## config.mk

```make
export PLATFORM = sky130hd
export DESIGN_NAME = length_prefixed_key_decoder_unit_flat
export DESIGN_NICKNAME = d
export VERILOG_FILES = /design/src/design/lpk_pkg.sv /design/src/design/lpk_in_if.sv /design/src/design/lpk_out_if.sv /design/src/design/length_prefixed_key_decoder_unit.sv /design/src/flat_wrapper.sv
export SDC_FILE = /design/constraint.sdc
export NUM_CORES = 1
export LEC_CHECK = 0
export ABC_CLOCK_PERIOD_IN_PS = 7640
export BUFFER_PORTS_ARGS = -buffer_cell sky130_fd_sc_hd__buf_4
export CAP_MARGIN = 25
export CORE_ASPECT_RATIO = 1.1
export CORE_MARGIN = 2
export CORE_UTILIZATION = 45
export CTS_CLUSTER_SIZE = 40
export DETAILED_ROUTE_END_ITERATION = 10
export MAX_ROUTING_LAYER = met4
export PLACE_DENSITY = 0.62
export REMOVE_ABC_BUFFERS = 1
export SYNTH_ARGS = -nofsm -noshare
export SYNTH_HDL_FRONTEND = slang
export SYNTH_SLANG_ARGS = --single-unit
export TNS_END_PERCENT = 1
```

## constraint.sdc

```tcl
create_clock -name i_clk -period 7.64 [get_ports i_clk]
set_input_delay 0.382 -clock i_clk [delete_from_list [all_inputs] [get_ports i_clk]]
set_output_delay 0.382 -clock i_clk [all_outputs]
set_load 0.01 [all_outputs]
```

## src/design/lpk_pkg.sv

```systemverilog
// Package for the length-prefixed key decoder.
// Holds phase and status codes, register indexes and widths.
// No dependencies.
package lpk_pkg;

    localparam int PREFIX_MAX_BYTES_DEF = 8;
    localparam int SIZE_WIDTH_DEF       = 16;

    localparam int CFG_IDX_W  = 3;
    localparam int CFG_DATA_W = 64;
    localparam int POS_W      = 4;
    localparam int MAXSZ_W    = 16;
    localparam int SEG_W      = 8;

    localparam logic [CFG_IDX_W-1:0] CFG_PREFIX_BYTES  = 3'd0;
    localparam logic [CFG_IDX_W-1:0] CFG_PREFIX_LENGTH = 3'd1;
    localparam logic [CFG_IDX_W-1:0] CFG_SEPARATOR     = 3'd2;
    localparam logic [CFG_IDX_W-1:0] CFG_MAX_SEG_SIZE  = 3'd3;
    localparam logic [CFG_IDX_W-1:0] CFG_MAX_SEGMENTS  = 3'd4;

    localparam logic [7:0]         SEPARATOR_RST = 8'd58;
    localparam logic [MAXSZ_W-1:0] MAX_SEG_SIZE_RST = 16'd256;
    localparam logic [SEG_W-1:0]   MAX_SEGMENTS_RST = 8'd32;

    localparam logic [7:0] CH_ZERO = 8'h30;
    localparam logic [7:0] CH_NINE = 8'h39;
    localparam int         DEC_BASE = 10;

    typedef enum logic [2:0] {
        ST_OK         = 3'd0,
        ST_BAD_PREFIX = 3'd1,
        ST_BAD_SIZE   = 3'd2,
        ST_EMPTY      = 3'd3,
        ST_TOO_LARGE  = 3'd4,
        ST_TRUNCATED  = 3'd5,
        ST_TOO_MANY   = 3'd6
    } t_status;

    typedef enum logic [1:0] {
        PH_PREFIX  = 2'd0,
        PH_SIZE    = 2'd1,
        PH_PAYLOAD = 2'd2,
        PH_DRAIN   = 2'd3
    } t_phase;

endpackage

```

## src/design/lpk_in_if.sv

```systemverilog
// Input channel of the key decoder: one encoded key byte per item.
// No dependencies.
interface lpk_in_if;
    logic       valid;
    logic       ready;
    logic [7:0] in_byte;
    logic       in_last;

    modport source (output valid, output in_byte, output in_last, input ready);
    modport sink   (input valid, input in_byte, input in_last, output ready);
endinterface

```

## src/design/lpk_out_if.sv

```systemverilog
// Result channel of the key decoder: payload byte and key completion status.
// No dependencies.
interface lpk_out_if;
    logic       valid;
    logic       ready;
    logic [7:0] out_byte;
    logic       payload_valid;
    logic [7:0] segment_index;
    logic       segment_end;
    logic       done_res;
    logic [2:0] status;
    logic [7:0] segment_count;

    modport source (output valid, output out_byte, output payload_valid,
                    output segment_index, output segment_end, output done_res,
                    output status, output segment_count, input ready);
    modport sink   (input valid, input out_byte, input payload_valid,
                    input segment_index, input segment_end, input done_res,
                    input status, input segment_count, output ready);
endinterface

```

## src/design/length_prefixed_key_decoder_unit.sv

```systemverilog
// Length-prefixed key decoder, top level.
// Depends on lpk_pkg, lpk_in_if and lpk_out_if.
//
// Decodes one key byte per clock: prefix check, decimal segment lengths ended
// by the separator, then payload bytes tagged with their segment index. A byte
// accepted at one edge has its result (if any) in the output register from the
// next cycle on. The per-byte parse is a single pass of shallow logic into that
// register; input ready drops only while the output register is full and the
// sink holds it. Prefix, digit and separator bytes give no result unless the
// key ends or fails on them; after an error, bytes are dropped up to in_last.
module length_prefixed_key_decoder_unit
    import lpk_pkg::*;
#(
    parameter int PREFIX_MAX_BYTES = PREFIX_MAX_BYTES_DEF,
    parameter int SIZE_WIDTH       = SIZE_WIDTH_DEF
) (
    input  logic                  i_clk,
    input  logic                  i_rst_n,
    input  logic                  i_cfg_we,
    input  logic [CFG_IDX_W-1:0]  i_cfg_idx,
    input  logic [CFG_DATA_W-1:0] i_cfg_data,
    lpk_in_if.sink                i_in,
    lpk_out_if.source             o_out
);

    localparam int PIW = (PREFIX_MAX_BYTES > 1) ? $clog2(PREFIX_MAX_BYTES) : 1;
    localparam int CW  = (SIZE_WIDTH > MAXSZ_W) ? SIZE_WIDTH : MAXSZ_W;
    localparam int PW  = SIZE_WIDTH + 4;

    // configuration
    logic [CFG_DATA_W-1:0] r_prefix_bytes;
    logic [POS_W-1:0]      r_prefix_length;
    logic [7:0]            r_separator;
    logic [MAXSZ_W-1:0]    r_max_seg_size;
    logic [SEG_W-1:0]      r_max_segments;

    // parse state
    t_phase                r_phase, n_phase;
    logic [POS_W-1:0]      r_pos, n_pos;
    logic [SIZE_WIDTH-1:0] r_acc, n_acc;
    logic                  r_has, n_has;
    logic [SIZE_WIDTH-1:0] r_rem, n_rem;
    logic [SEG_W-1:0]      r_segs, n_segs;

    // output register
    logic       r_out_valid;
    logic [7:0] r_out_byte;
    logic       r_payload_valid;
    logic [7:0] r_segment_index;
    logic       r_segment_end;
    logic       r_done;
    t_status    r_status;
    logic [7:0] r_segment_count;

    logic       n_emit;
    logic [7:0] n_out_byte;
    logic       n_payload_valid;
    logic [7:0] n_segment_index;
    logic       n_segment_end;
    logic       n_done;
    t_status    n_status;
    logic [7:0] n_segment_count;

    logic                  in_acc;
    logic [POS_W-1:0]      plen;
    logic [POS_W-1:0]      pos_inc;
    logic [7:0]            expect_byte;
    logic                  is_digit;
    logic [3:0]            digit;
    logic [PW-1:0]         prod;
    logic                  size_ovf;
    logic [SIZE_WIDTH-1:0] rem_dec;
    t_phase                eff_phase;
    logic                  fin;
    t_status               fin_st;

    assign i_in.ready = !r_out_valid || o_out.ready;
    assign in_acc     = i_in.valid && i_in.ready;

    assign plen = (r_prefix_length > POS_W'(PREFIX_MAX_BYTES)) ?
                  POS_W'(PREFIX_MAX_BYTES) : r_prefix_length;
    assign pos_inc     = r_pos + 1'b1;
    assign expect_byte = r_prefix_bytes[8 * r_pos[PIW-1:0] +: 8];
    assign is_digit    = (i_in.in_byte >= CH_ZERO) && (i_in.in_byte <= CH_NINE);
    assign digit       = 4'(i_in.in_byte - CH_ZERO);
    // acc * 10 + d, overflow when it leaves SIZE_WIDTH bits
    assign prod        = (PW'(r_acc) << 3) + (PW'(r_acc) << 1) + PW'(digit);
    assign size_ovf    = |prod[PW-1:SIZE_WIDTH];
    assign rem_dec     = (r_rem != '0) ? r_rem - 1'b1 : r_rem;
    assign eff_phase   = (r_phase == PH_PREFIX && r_pos >= plen) ? PH_SIZE : r_phase;

    always_comb begin
        n_phase         = r_phase;
        n_pos           = r_pos;
        n_acc           = r_acc;
        n_has           = r_has;
        n_rem           = r_rem;
        n_segs          = r_segs;
        n_emit          = 1'b0;
        n_out_byte      = '0;
        n_payload_valid = 1'b0;
        n_segment_index = '0;
        n_segment_end   = 1'b0;
        n_done          = 1'b0;
        n_status        = ST_OK;
        n_segment_count = '0;
        fin             = 1'b0;
        fin_st          = ST_OK;

        unique case (eff_phase)
            PH_DRAIN: begin
                if (i_in.in_last) begin
                    n_phase = PH_PREFIX;
                    n_pos   = '0;
                    n_acc   = '0;
                    n_has   = 1'b0;
                    n_rem   = '0;
                    n_segs  = '0;
                end
            end
            PH_PREFIX: begin
                if (i_in.in_byte != expect_byte) begin
                    fin    = 1'b1;
                    fin_st = ST_BAD_PREFIX;
                end else begin
                    n_pos = pos_inc;
                    if (i_in.in_last) begin
                        fin    = 1'b1;
                        fin_st = (pos_inc < plen) ? ST_BAD_PREFIX : ST_OK;
                    end
                end
            end
            PH_SIZE: begin
                n_phase = PH_SIZE;
                if (i_in.in_byte == r_separator) begin
                    if (!r_has) begin
                        fin    = 1'b1;
                        fin_st = ST_BAD_SIZE;
                    end else if (r_acc == '0) begin
                        fin    = 1'b1;
                        fin_st = ST_EMPTY;
                    end else if (CW'(r_acc) > CW'(r_max_seg_size)) begin
                        fin    = 1'b1;
                        fin_st = ST_TOO_LARGE;
                    end else begin
                        n_rem   = r_acc;
                        n_phase = PH_PAYLOAD;
                        if (i_in.in_last) begin
                            fin    = 1'b1;
                            fin_st = ST_TRUNCATED;
                        end
                    end
                end else if (is_digit) begin
                    if (size_ovf) begin
                        fin    = 1'b1;
                        fin_st = ST_TOO_LARGE;
                    end else begin
                        n_acc = prod[SIZE_WIDTH-1:0];
                        n_has = 1'b1;
                        if (i_in.in_last) begin
                            fin    = 1'b1;
                            fin_st = ST_BAD_SIZE;
                        end
                    end
                end else begin
                    fin    = 1'b1;
                    fin_st = ST_BAD_SIZE;
                end
            end
            PH_PAYLOAD: begin
                n_emit          = 1'b1;
                n_out_byte      = i_in.in_byte;
                n_payload_valid = 1'b1;
                n_segment_index = r_segs;
                n_rem           = rem_dec;
                if (rem_dec == '0) begin
                    n_segment_end = 1'b1;
                    if (r_segs >= r_max_segments) begin
                        fin    = 1'b1;
                        fin_st = ST_TOO_MANY;
                    end else begin
                        n_segs  = r_segs + 1'b1;
                        n_phase = PH_SIZE;
                        n_acc   = '0;
                        n_has   = 1'b0;
                        if (i_in.in_last) begin
                            fin    = 1'b1;
                            fin_st = ST_OK;
                        end
                    end
                end else if (i_in.in_last) begin
                    fin    = 1'b1;
                    fin_st = ST_TRUNCATED;
                end
            end
            default: ;
        endcase

        if (fin) begin
            n_emit          = 1'b1;
            n_done          = 1'b1;
            n_status        = fin_st;
            n_segment_count = n_segs;
            if (i_in.in_last) begin
                n_phase = PH_PREFIX;
                n_pos   = '0;
                n_acc   = '0;
                n_has   = 1'b0;
                n_rem   = '0;
                n_segs  = '0;
            end else begin
                n_phase = PH_DRAIN;
            end
        end
    end

    always_ff @(posedge i_clk) begin
        if (!i_rst_n) begin
            r_prefix_bytes  <= '0;
            r_prefix_length <= '0;
            r_separator     <= SEPARATOR_RST;
            r_max_seg_size  <= MAX_SEG_SIZE_RST;
            r_max_segments  <= MAX_SEGMENTS_RST;
        end else if (i_cfg_we) begin
            unique case (i_cfg_idx)
                CFG_PREFIX_BYTES:  r_prefix_bytes  <= i_cfg_data;
                CFG_PREFIX_LENGTH: r_prefix_length <= i_cfg_data[POS_W-1:0];
                CFG_SEPARATOR:     r_separator     <= i_cfg_data[7:0];
                CFG_MAX_SEG_SIZE:  r_max_seg_size  <= i_cfg_data[MAXSZ_W-1:0];
                CFG_MAX_SEGMENTS:  r_max_segments  <= i_cfg_data[SEG_W-1:0];
                default: ;
            endcase
        end
    end

    always_ff @(posedge i_clk) begin
        if (!i_rst_n) begin
            r_phase     <= PH_PREFIX;
            r_pos       <= '0;
            r_acc       <= '0;
            r_has       <= 1'b0;
            r_rem       <= '0;
            r_segs      <= '0;
            r_out_valid <= 1'b0;
        end else begin
            if (in_acc) begin
                r_phase <= n_phase;
                r_pos   <= n_pos;
                r_acc   <= n_acc;
                r_has   <= n_has;
                r_rem   <= n_rem;
                r_segs  <= n_segs;
            end
            if (in_acc && n_emit) begin
                r_out_valid <= 1'b1;
            end else if (o_out.ready) begin
                r_out_valid <= 1'b0;
            end
        end
    end

    always_ff @(posedge i_clk) begin
        if (in_acc && n_emit) begin
            r_out_byte      <= n_out_byte;
            r_payload_valid <= n_payload_valid;
            r_segment_index <= n_segment_index;
            r_segment_end   <= n_segment_end;
            r_done          <= n_done;
            r_status        <= n_status;
            r_segment_count <= n_segment_count;
        end
    end

    assign o_out.valid         = r_out_valid;
    assign o_out.out_byte      = r_out_byte;
    assign o_out.payload_valid = r_payload_valid;
    assign o_out.segment_index = r_segment_index;
    assign o_out.segment_end   = r_segment_end;
    assign o_out.done_res      = r_done;
    assign o_out.status        = r_status;
    assign o_out.segment_count = r_segment_count;

endmodule

```

## src/flat_wrapper.sv

```systemverilog
// flat-port wrapper written by rule: the top's interface ports become plain ports
module length_prefixed_key_decoder_unit_flat import lpk_pkg::*;
#(
    parameter int PREFIX_MAX_BYTES = PREFIX_MAX_BYTES_DEF,
    parameter int SIZE_WIDTH       = SIZE_WIDTH_DEF
)
  (i_clk, i_rst_n, i_cfg_we, i_cfg_idx, i_cfg_data, i_in_valid, i_in_in_byte, i_in_in_last, i_in_ready, o_out_valid, o_out_out_byte, o_out_payload_valid, o_out_segment_index, o_out_segment_end, o_out_done_res, o_out_status, o_out_segment_count, o_out_ready);
  lpk_in_if i_in_i ();
  lpk_out_if o_out_i ();
  input  logic i_clk;
  input  logic i_rst_n;
  input  logic i_cfg_we;
  input  logic [CFG_IDX_W-1:0] i_cfg_idx;
  input  logic [CFG_DATA_W-1:0] i_cfg_data;
  input wire logic [$bits(i_in_i.valid)-1:0] i_in_valid;
  input wire logic [$bits(i_in_i.in_byte)-1:0] i_in_in_byte;
  input wire logic [$bits(i_in_i.in_last)-1:0] i_in_in_last;
  output wire logic [$bits(i_in_i.ready)-1:0] i_in_ready;
  output wire logic [$bits(o_out_i.valid)-1:0] o_out_valid;
  output wire logic [$bits(o_out_i.out_byte)-1:0] o_out_out_byte;
  output wire logic [$bits(o_out_i.payload_valid)-1:0] o_out_payload_valid;
  output wire logic [$bits(o_out_i.segment_index)-1:0] o_out_segment_index;
  output wire logic [$bits(o_out_i.segment_end)-1:0] o_out_segment_end;
  output wire logic [$bits(o_out_i.done_res)-1:0] o_out_done_res;
  output wire logic [$bits(o_out_i.status)-1:0] o_out_status;
  output wire logic [$bits(o_out_i.segment_count)-1:0] o_out_segment_count;
  input wire logic [$bits(o_out_i.ready)-1:0] o_out_ready;
  assign i_in_i.valid = i_in_valid;
  assign i_in_i.in_byte = i_in_in_byte;
  assign i_in_i.in_last = i_in_in_last;
  assign i_in_ready = i_in_i.ready;
  assign o_out_valid = o_out_i.valid;
  assign o_out_out_byte = o_out_i.out_byte;
  assign o_out_payload_valid = o_out_i.payload_valid;
  assign o_out_segment_index = o_out_i.segment_index;
  assign o_out_segment_end = o_out_i.segment_end;
  assign o_out_done_res = o_out_i.done_res;
  assign o_out_status = o_out_i.status;
  assign o_out_segment_count = o_out_i.segment_count;
  assign o_out_i.ready = o_out_ready;
  length_prefixed_key_decoder_unit #(.PREFIX_MAX_BYTES(PREFIX_MAX_BYTES), .SIZE_WIDTH(SIZE_WIDTH)) u_core (.i_clk(i_clk), .i_rst_n(i_rst_n), .i_cfg_we(i_cfg_we), .i_cfg_idx(i_cfg_idx), .i_cfg_data(i_cfg_data), .i_in(i_in_i), .o_out(o_out_i));
endmodule
```

==> results of run 1 <==
==> synthesized netlist by cell type, types with 8 or more instances <==
master,count,area share (%)
a21o_1,12,0.88
a21oi_1,154,7.5
a22o_1,23,2.0
a22oi_1,15,1.1
a2bb2oi_1,8,0.68
and3_1,20,1.2
buf_2,10,0.49
clkbuf_1,51,1.9
dfxtp_1,148,29
edfxtp_1,30,8.8
ha_1,66,8.0
inv_1,52,1.9
mux2_2,11,1.2
mux2i_1,19,1.9
nand2_1,241,8.8
nand3_1,22,1.1
nand4_1,14,0.85
nor2_1,70,2.6
nor2b_1,8,0.49
nor3_1,17,0.83
nor4_1,12,0.73
o21ai_0,34,1.7
o31ai_1,9,0.66
or3_1,11,0.67
xnor2_1,21,1.8
==> power groups by stage <==
stage	clock network, mW	logic (mW)	registers (mW)
floorplan	0	0.0886	1.02
global placement	0	0.197	1.02
detailed placement	0	0.199	1.02
CTS	0.869	0.200	0.995
global route	0.906	0.220	0.997
finish	0.853	0.200	0.994
==> final timing paths <==
check | startpoint | end | slack [ns] | cells after the start
max reg2reg | u_core.r_acc[0] | u_core.o_out.payload_valid | 3.29 | 13
min reg2reg | u_core.r_prefix_bytes[25] | u_core.r_prefix_bytes[25] | 0.45 | 2
min | i_cfg_data[20] | u_core.r_prefix_bytes[20] | 0.18 | 3
max | u_core.r_acc[0] | u_core.o_out.payload_valid | 3.29 | 13
==> metrics by stage <==
stage	total power [mW]	std cells	instance area, um^2	hold slack (ns)
floorplan	1.11	1152	9930	0.432
global placement	1.21	1566	11200	0.439
detailed placement	1.22	1567	11200	0.444
CTS	2.06	1598	11800	0.163
global route	2.12	1599	11800	0.161
finish	2.05	1599	11800	0.178
==> layout make-up <==
class                      count  area, um^2  area share, %
timing repair buffer         121         941           7.96
sequential                   178        3860           32.7
tap                          295         369           3.12
inverter                      53         200           1.69
clock buffer                  17         425           3.60
multi-input combinational    921        5880           49.7
clock inverter                14         139           1.18
==> sequential cells by signal (all words and copies together) (netlist names), 8 cells and up <==
signal and cells:
u_core.o_out.out_byte 8, u_core.o_out.segment_count 8, u_core.o_out.segment_index 8, u_core.r_acc 16
u_core.r_max_seg_size 16, u_core.r_max_segments 8, u_core.r_prefix_bytes 64, u_core.r_rem 16
u_core.r_segs 8, u_core.r_separator 8
==> metal layers <==
| layer | global-route usage, % | vias to the layer above | wire, um |
|---|---|---|---|
| li1 | - | 4513 | - |
| met5 | - | - | 0 |
| met2 | 37.5 | 208 | 12800 |
| met1 | 30.5 | 4178 | 12500 |
| met4 | 6.58 | 0 | 480 |
| met3 | 3.42 | 36 | 994 |
==> worst max-delay path, stage by stage (launching register included) <==
cell and delay (ns):
dfxtp_1 0.42, inv_1 0.11, fa_1 0.51, inv_1 0.07, fa_1 0.45, a21o_1 0.22, a221oi_4 0.33, o211a_1 0.27
o211a_1 0.18, a2111o_1 0.13, o21a_1 0.22, nor4_1 0.09, nor2_2 0.67, buf_4 0.37
==> logic make-up (layout without fill, tap and decap cells) <==
| kind of cell | count (synthesis) | count (layout) |
|---|---|---|
| AND/OR/NAND/NOR | 461 | 461 |
| AO/OA/AOI/OAI | 325 | 325 |
| adder cells (fa/ha/maj) | 68 | 68 |
| XOR/XNOR | 28 | 28 |
| buffers and inverters | 123 | 205 |
| flip-flops | 178 | 178 |
| multiplexers | 39 | 39 |
==> flow_summary.ini, run 1 <==
[run_status]
status = finished clean

[clocking]
post-cts-setup-buffer-count = 0
cts_tree = yes
clk_latency_ns = 0.45
cts-root-buf = clkbuf_16
clk_pin_slew_worst_paths_ns = 0.08
cts_buffer_depth = 2
cts.sinks = 178
cts_made_buffers = 17
cts_resized = 0
holdBufCountCts = 0
htree_levels = 4

[power]
vdd_drop_max_v = 0.000167
power.switching_mw = 0.551
power_frac_comb_pct = 9.8
swShare_pct = 26.9
power.density_mw_per_mm2 = 173
leakage_nw = 4.81
clockPowerShare_pct = 41.7
p_int_mw = 1.50
seq_power_share_pct = 48.6

[flow_run]
drv_cap = 0

[finish]
fill_cells = 2163
mostFrequentLayoutCell = nand2_1
final_core_util_pct = 53.1
mostFrequentLayoutCells = nand2_1, a21oi_1, dfxtp_1, buf_4, nor2_1
diodes = 0
fin_nets = 1441
drive_above_1_share_pct = 15.3
syn2layout_area_growth_pct = 15.2

[sta]
finalHoldViolCount = 0
max_slew.worst_pin.slew_ns = 0.919
fin_ws_ns = 3.29
setup_viol = 0
clock_skew_ns = 0.0128
fmax_mhz = 230
max_slew_margin_pct = 38.3
tns_ns = 0
min_period_ns = 4.35
rsz0062_at_grt = false
drv_slew = 0
final.period_utilization_pct = 56.9

[drt]
routed_wl_mm = 26.8
ant_nets = 0
vias = 8935
vias_per_cell = 5.59
drc_errors = 0
firstDrtPassIters = 5
wl_per_cell_um = 16.8
detail_route.iter0.violations = 556

[hold_path]
hold_class = primary input to flop

[setup_path]
required_ns = 7.78
crit_fanout = 17
crit_path_start_kind = flop
critPathKind = flop to flop
critPathCaptureType = flop
critPathArrivalTime_ns = 4.49

[yosys]
yosys_most_used_dff = dfxtp_1
synth-simple-area-share_pct = 21.2
ys.warnings.count = 0
synth.yosys.seq_area_share_pct = 37.7
avgSynthCellArea_um2 = 8.39
synth-edff-count = 30
synth-xor-area-share_pct = 2.39
ys_ff_latch = 178
async_flop_share_pct = 0
synth-compound-area-share_pct = 20.5
synth_fa_ha_area_share_pct = 8.44
synthMuxAreaShare_pct = 4.63
synth_top_family_by_area = simple AND/OR/NAND/NOR gates
ys_types = 84
postSynthCellCount = 1222
syn-cell-area_mm2 = 0.0103

[global_routing]
grt_pass1_wl_mm = 43.6
grt-ovfl-total = 0
grt_antenna_before_repair = 0
grt_pass1_vias = 8383
grt_max_degree = 103
grt_use_total_pct = 23.2

[die]
dieArea_mm2 = 0.0240
start_util_pct = 46.1
dieHeight_um = 162
pin_count = 113
die_x_um = 148
num_rows = 57
core_mm2 = 0.0223

[placement]
pre_cts_slack_ns = 3.19
portBuffers = 112
gp_congestion = 0.893
dp.final_hpwl_mm = 19.6
No activity file was read; power rests on OpenSTA's default activity.
==> inputs of run 2 (changes only) <==
--- a/config.mk
+++ b/config.mk
@@ -5,7 +5,8 @@
 export SDC_FILE = /design/constraint.sdc
 export NUM_CORES = 1
 export LEC_CHECK = 0
-export ABC_CLOCK_PERIOD_IN_PS = 7640
+export ABC_AREA = 1
+export ABC_CLOCK_PERIOD_IN_PS = 3730
 export BUFFER_PORTS_ARGS = -buffer_cell sky130_fd_sc_hd__buf_4
 export CAP_MARGIN = 25
 export CORE_ASPECT_RATIO = 1.1
@@ -14,7 +15,7 @@
 export CTS_CLUSTER_SIZE = 40
 export DETAILED_ROUTE_END_ITERATION = 10
 export MAX_ROUTING_LAYER = met4
-export PLACE_DENSITY = 0.62
+export PLACE_DENSITY = 0.64
 export REMOVE_ABC_BUFFERS = 1
 export SYNTH_ARGS = -nofsm -noshare
 export SYNTH_HDL_FRONTEND = slang
==> constraint.sdc (replaced) <==
create_clock -name i_clk -period 3.73 [get_ports i_clk]
set_input_delay 0.1865 -clock i_clk [delete_from_list [all_inputs] [get_ports i_clk]]
set_output_delay 0.1865 -clock i_clk [all_outputs]
set_load 0.01 [all_outputs]
==> run 2 against run 1 <==
Compared with the run above:
- first-iteration DRC count is 24% higher
- count of clock-buffer cells in the layout up 1
- total power up 120%
- non-clock buffer count rose by 39
- via count increased by 20%
==> flow_summary.ini, run 2 <==
[sta]
fmax_mhz = 290
rsz0062_at_grt = false
max_slew.worst_pin.slew_ns = 0.979
drv_slew = 0
clock_skew_ns = 0.0149
max_slew_margin_pct = 34.7
tns_ns = 0
finalHoldViolCount = 0
setup_viol = 0
min_period_ns = 3.45
final.period_utilization_pct = 92.4

[yosys]
async_flop_share_pct = 0
yosys.area.top_type = dfxtp_1
postSynthCellCount = 1619
syn-cell-area_mm2 = 0.0110
yosys_most_used_dff = dfxtp_1
ys_types = 46
avgSynthCellArea_um2 = 6.78
synthTopCellsByArea = dfxtp_1, nand2_1, edfxtp_1
synth-edff-count = 30
synth_top_area_share_pct = 27.0
synthTopCellsByCount = nand2_1, nor2_1, inv_1
ys_ff_latch = 178
synth.yosys.seq_area_share_pct = 35.2
ys.warnings.count = 0
synth_most_common_cell = nand2_1

[finish]
layout.area.seq_mm2 = 0.00387
diodes = 0
final_cells = 2050
regMostFlops = u_core.r_prefix_bytes
largest_reg_flops = 64
mostFrequentLayoutCells = nand2_1, nor2_1, inv_1, dfxtp_1, a21oi_1
drive_above_1_share_pct = 12.0
syn2layout_area_growth_pct = 18.4
mostFrequentLayoutCell = nand2_1
fin_nets = 1881
multi_input_area_mm2 = 0.00619
fill_cells = 2380

[clocking]
cts-root-buf = clkbuf_16
clk_latency_ns = 0.45
cts_tree = yes
cts_made_buffers = 17
post-cts-setup-buffer-count = 0
clk_pin_slew_worst_paths_ns = 0.07
htree_levels = 4
cts_buffer_depth = 2
cts.sinks = 178

[global_routing]
grt_antenna_before_repair = 0
grt_pass1_wl_mm = 50.9
grt_max_degree = 103
grt_use_total_pct = 25.0
grt_pass1_vias = 10200
grt-ovfl-total = 0

[drt]
vias = 10700
detail_route.iter0.violations = 689
routed_wl_mm = 30.7
wl_per_cell_um = 15.0
ant_nets = 0
vias_per_cell = 5.21
drc_errors = 0
firstDrtPassIters = 5

[power]
power.density_mw_per_mm2 = 352
leakage_nw = 6.09
vdd_drop_max_v = 0.000281

[placement]
portBuffers = 112
dp.final_hpwl_mm = 22.3
gp_congestion = 0.878
post-place-cells = 1993

[setup_path]
crit_start = u_core.r_acc[0]
critPathTopFamily = simple AND/OR/NAND/NOR gates
crit_fanout = 22
regToRegStartpoint = u_core.r_acc[0]
crit_buf_inv = 5
worstRegToRegCells = 20
crit_path_start_kind = flop
critPathArrivalTime_ns = 3.58
required_ns = 3.86
cp.depth = 20
critPathKind = flop to flop
cp_slowest_stage_delay_ns = 0.51
cpMaxStageDelayCell = fa_1
critPathCaptureType = flop
cp_common_cell = nand2_1
crit_path_cell_trace = inv_1, fa_1, inv_1, fa_1, nand3_1, nand2_1, nand2_1, nand2_1, nand2_1, nand3_1, nand2_1, nor2_1, nand3_1, nand2_1, nand3_2, inv_1, nand2_1, nand2_1, inv_1, buf_6

[die]
pin_count = 113
core_mm2 = 0.0238
die_x_um = 153
num_rows = 59
start_util_pct = 46.0
dieHeight_um = 168
dieArea_mm2 = 0.0257

[run_status]
status = finished clean

[flow_run]
drv_cap = 0

[hold_path]
hold_class = primary input to flop
hold_depth = 3
min-delay-start = i_cfg_data[15]
run 2: path summary, 6_finish.rpt:
kind                                to  slack, ns
max           u_core.o_out.out_byte[4]       0.28
min          u_core.r_prefix_bytes[15]       0.01
max reg2reg   u_core.o_out.out_byte[4]       0.28
min reg2reg  u_core.r_prefix_bytes[17]       0.45
run 2: where the power goes:
| part | leakage (nW) | internal, mW | switching (mW) |
|---|---|---|---|
| clock | 0.303 | 0.989 | 0.904 |
| sequential | 1.50 | 2.04 | 0.0351 |
| combinational | 4.29 | 0.237 | 0.371 |
| total | 6.09 | 3.26 | 1.31 |
run 2: logic make-up (layout without fill, tap and decap cells):
family / after synthesis / in the layout / synth area share [%]
XOR/XNOR: 19 / 19 / 1.52
AO/OA/AOI/OAI: 327 / 327 / 16.0
buffers and inverters: 235 / 361 / 8.43
flip-flops: 178 / 178 / 35.2
adder cells (fa/ha/maj): 68 / 68 / 7.89
AND/OR/NAND/NOR: 792 / 792 / 31.0
run 2: metrics by stage:
stage	power, mW	utilization, %	hold WS, ns	setup slack, ns	cell area (um^2)
floorplan	2.41	-	0.271	-0.232	10700
global placement	2.69	50.8	0.406	0.254	12100
detailed placement	2.70	50.8	0.411	0.159	12100
CTS	4.60	54.4	0.00651	0.159	13000
global route	4.76	54.5	0.0189	0.0276	13000
finish	4.57	54.5	0.0107	0.282	13000
run 2: layout make-up:
type                    instances  share of cell area (%)
flip-flops and latches        178                    29.8
clock buffers                  18                    3.38
multi-input cells            1206                    47.7
clock inverters                14                    1.42
well taps                     305                    2.94
repair buffers                160                    9.95
inverters                     169                    4.88
run 2: timing repair:
item                       CTS  global route
gates resized for setup      0             3
setup endpoints to repair    0            30
hold buffers                25             0
hold endpoints to repair    25             0
run 2: tightest hold or removal path, stage by stage:
cell and delay (ns):
buf_4 0.10, nor2_1 0.05, nor2_1 0.08
run 2: per-layer routing:
metal  routed length (um)  track usage [%]
met1                14000             31.4
met2                14400             41.4
met3                 1700             3.84
met4                  613             8.05
met5                    0                -
==> inputs of run 3 (changes only) <==
--- a/config.mk
+++ b/config.mk
@@ -9,7 +9,6 @@
 export ABC_CLOCK_PERIOD_IN_PS = 3730
 export BUFFER_PORTS_ARGS = -buffer_cell sky130_fd_sc_hd__buf_4
 export CAP_MARGIN = 25
-export CORE_ASPECT_RATIO = 1.1
 export CORE_MARGIN = 2
 export CORE_UTILIZATION = 45
 export CTS_CLUSTER_SIZE = 40
==> run 3 against run 2 <==
Compared with the run above:
- sequential power is essentially flat
- critical endpoint is now u_core.o_out.status[0]
- non-clock buffer count grew 8
- global-route usage grew 0.42 points
- core utilization shrank 0.21 points
- first-iteration DRC count grew 5.1%
==> flow_summary.ini, run 3 (same netlist as run 2, synthesis figures left out) <==
[run_status]
status = finished clean

[clocking]
clk_pin_slew_worst_paths_ns = 0.08
cts_tree = yes
cts-root-buf = clkbuf_16
cts_made_buffers = 17
htree_levels = 4
cts_buffer_depth = 2
cts.sinks = 178
clk_latency_ns = 0.46

[drt]
ant_nets = 0
drc_errors = 0
routed_wl_mm = 31.5
detail_route.iter0.violations = 724
wl_per_cell_um = 15.2
vias = 10800
vias_per_cell = 5.21
firstDrtPassIters = 5

[finish]
largest_reg_flops = 64
design_area_mm2 = 0.0131
diodes = 0
final_cells = 2077
final_core_util_pct = 54.3
fin_nets = 1889
regMostFlops = u_core.r_prefix_bytes
mostFrequentLayoutCells = nand2_1, nor2_1, inv_1, dfxtp_1, a21oi_1
mostFrequentLayoutCell = nand2_1
drive_above_1_share_pct = 12.4
syn2layout_area_growth_pct = 19.2

[global_routing]
grt-ovfl-total = 0
grt_pass1_wl_mm = 51.3
grt_antenna_before_repair = 0
grt_use_total_pct = 25.4
grt_max_degree = 102
grt_pass1_vias = 10200

[die]
start_util_pct = 45.5
core_mm2 = 0.0241
dieArea_mm2 = 0.0257
num_rows = 57
die_x_um = 160
dieHeight_um = 160
pin_count = 113

[setup_path]
worstRegToRegCells = 21
rrSetupSlack_ns = 0.26
reg2reg_to = u_core.o_out.status[0]
crit_end = u_core.o_out.status[0]
crit_path_start_kind = flop
critPathCaptureType = flop
regToRegStartpoint = u_core.r_acc[0]
crit_fanout = 24
crit_start = u_core.r_acc[0]
critPathArrivalTime_ns = 3.68
required_ns = 3.93
critPathKind = flop to flop

[power]
p_int_mw = 3.25
seq_power_share_pct = 45.1
swShare_pct = 29.1
vdd_drop_max_v = 0.000240
leakage_nw = 6.11
power.switching_mw = 1.33
power_frac_comb_pct = 13.7
power_mw = 4.59
clockPowerShare_pct = 41.2
power.density_mw_per_mm2 = 351

[sta]
drv_slew = 0
final.period_utilization_pct = 93.1
max_slew_margin_pct = 32.8
setup_viol = 0
clock_skew_ns = 0.0201
max_slew.worst_pin.slew_ns = 1.01
min_period_ns = 3.47
finalHoldViolCount = 0
tns_ns = 0
fmax_mhz = 288

[hold_path]
hold_class = primary input to flop

[placement]
dp.final_hpwl_mm = 22.7
gp_congestion = 0.928
portBuffers = 112
placed_area_mm2 = 0.0121
post-place-cells = 2014

[flow_run]
drv_cap = 0
==> run 3: changes by cell type in the layout (fill, tap and decap cells not counted), sizes merged <==
| cell | previous run | this run |
|---|---|---|
| dlygate4sd3 | 25 | 28 |
| buf | 135 | 140 |
| clkinv | 10 | 9 |
| clkinvlp | 0 | 2 |
| clkbuf | 18 | 17 |
==> run 3: final cells by class <==
| class | instances | area, um^2 |
|---|---|---|
| clock buffer | 17 | 425 |
| inverter | 169 | 638 |
| sequential | 178 | 3870 |
| multi-input combinational | 1206 | 6200 |
| timing repair buffer | 168 | 1360 |
| fill | 2421 | 11000 |
| clock inverter | 15 | 191 |
| tap | 324 | 405 |
==> run 3: per-layer routing <==
metal / up-vias / global-route usage (%) / share of wire (%) / wire [um]
met5: - / - / 0 / 0
met4: 0 / 7.17 / 1.8 / 571
met1: 4952 / 32.1 / 46 / 14400
met3: 39 / 4.65 / 5.9 / 1850
met2: 287 / 41.7 / 47 / 14800
li1: 5546 / - / - / -
==> run 3: worst min-delay path by stage <==
stage	startpoint	endpoint	slack, ns	depth (start not counted)
final	i_cfg_data[56]	u_core.r_prefix_bytes[56]	0.008	3
after global routing	i_cfg_data[56]	u_core.r_prefix_bytes[56]	0.02	3
after CTS	i_cfg_data[56]	u_core.r_prefix_bytes[56]	0.001	3
after detailed placement	i_cfg_data[22]	u_core.r_prefix_bytes[22]	0.41	3
after global placement	i_cfg_data[21]	u_core.r_prefix_bytes[21]	0.41	3
after floorplan	i_rst_n	u_core.r_separator[1]	0.27	1
==> run 3: per-stage QoR <==
step           setup WS (ns)  hold slack (ns)
5_1_grt             -0.00610           0.0168
4_1_cts               0.0754          0.00120
6_report               0.256          0.00759
3_3_place_gp           0.188            0.406
2_1_floorplan         -0.232            0.271
3_5_place_dp          0.0916            0.411
==> run 3: power by group through the flow <==
stage          Sequential (mW)  Clock, mW  Combinational, mW
6_report                  2.07       1.89              0.628
5_1_grt                   2.08       2.00              0.697
4_1_cts                   2.07       1.92              0.622
3_5_place_dp              2.11          0              0.597
3_3_place_gp              2.11          0              0.590
2_1_floorplan             2.13          0              0.285
==> run 3: what timing repair did <==
item,in CTS,in global routing
hold endpoints to repair,28,0
endpoints found under the setup margin,0,24
hold buffers,28,0
resized for setup,0,5
buffers inserted,0,3
==> run 3: critical path, cell delays in order (launching register included) <==
cell,delay (ns)
dfxtp_2,0.39
inv_1,0.09
fa_1,0.51
inv_1,0.07
fa_1,0.46
nand3_1,0.09
nand2_1,0.11
nand2_1,0.08
nand2_1,0.11
nand2_1,0.10
nand2_1,0.05
nand2_1,0.06
nand2_1,0.06
nor2_1,0.13
nand3_2,0.14
nand2_2,0.10
nand3_2,0.08
inv_1,0.08
nand2_1,0.05
nand2_1,0.12
clkinvlp_4,0.15
buf_12,0.19
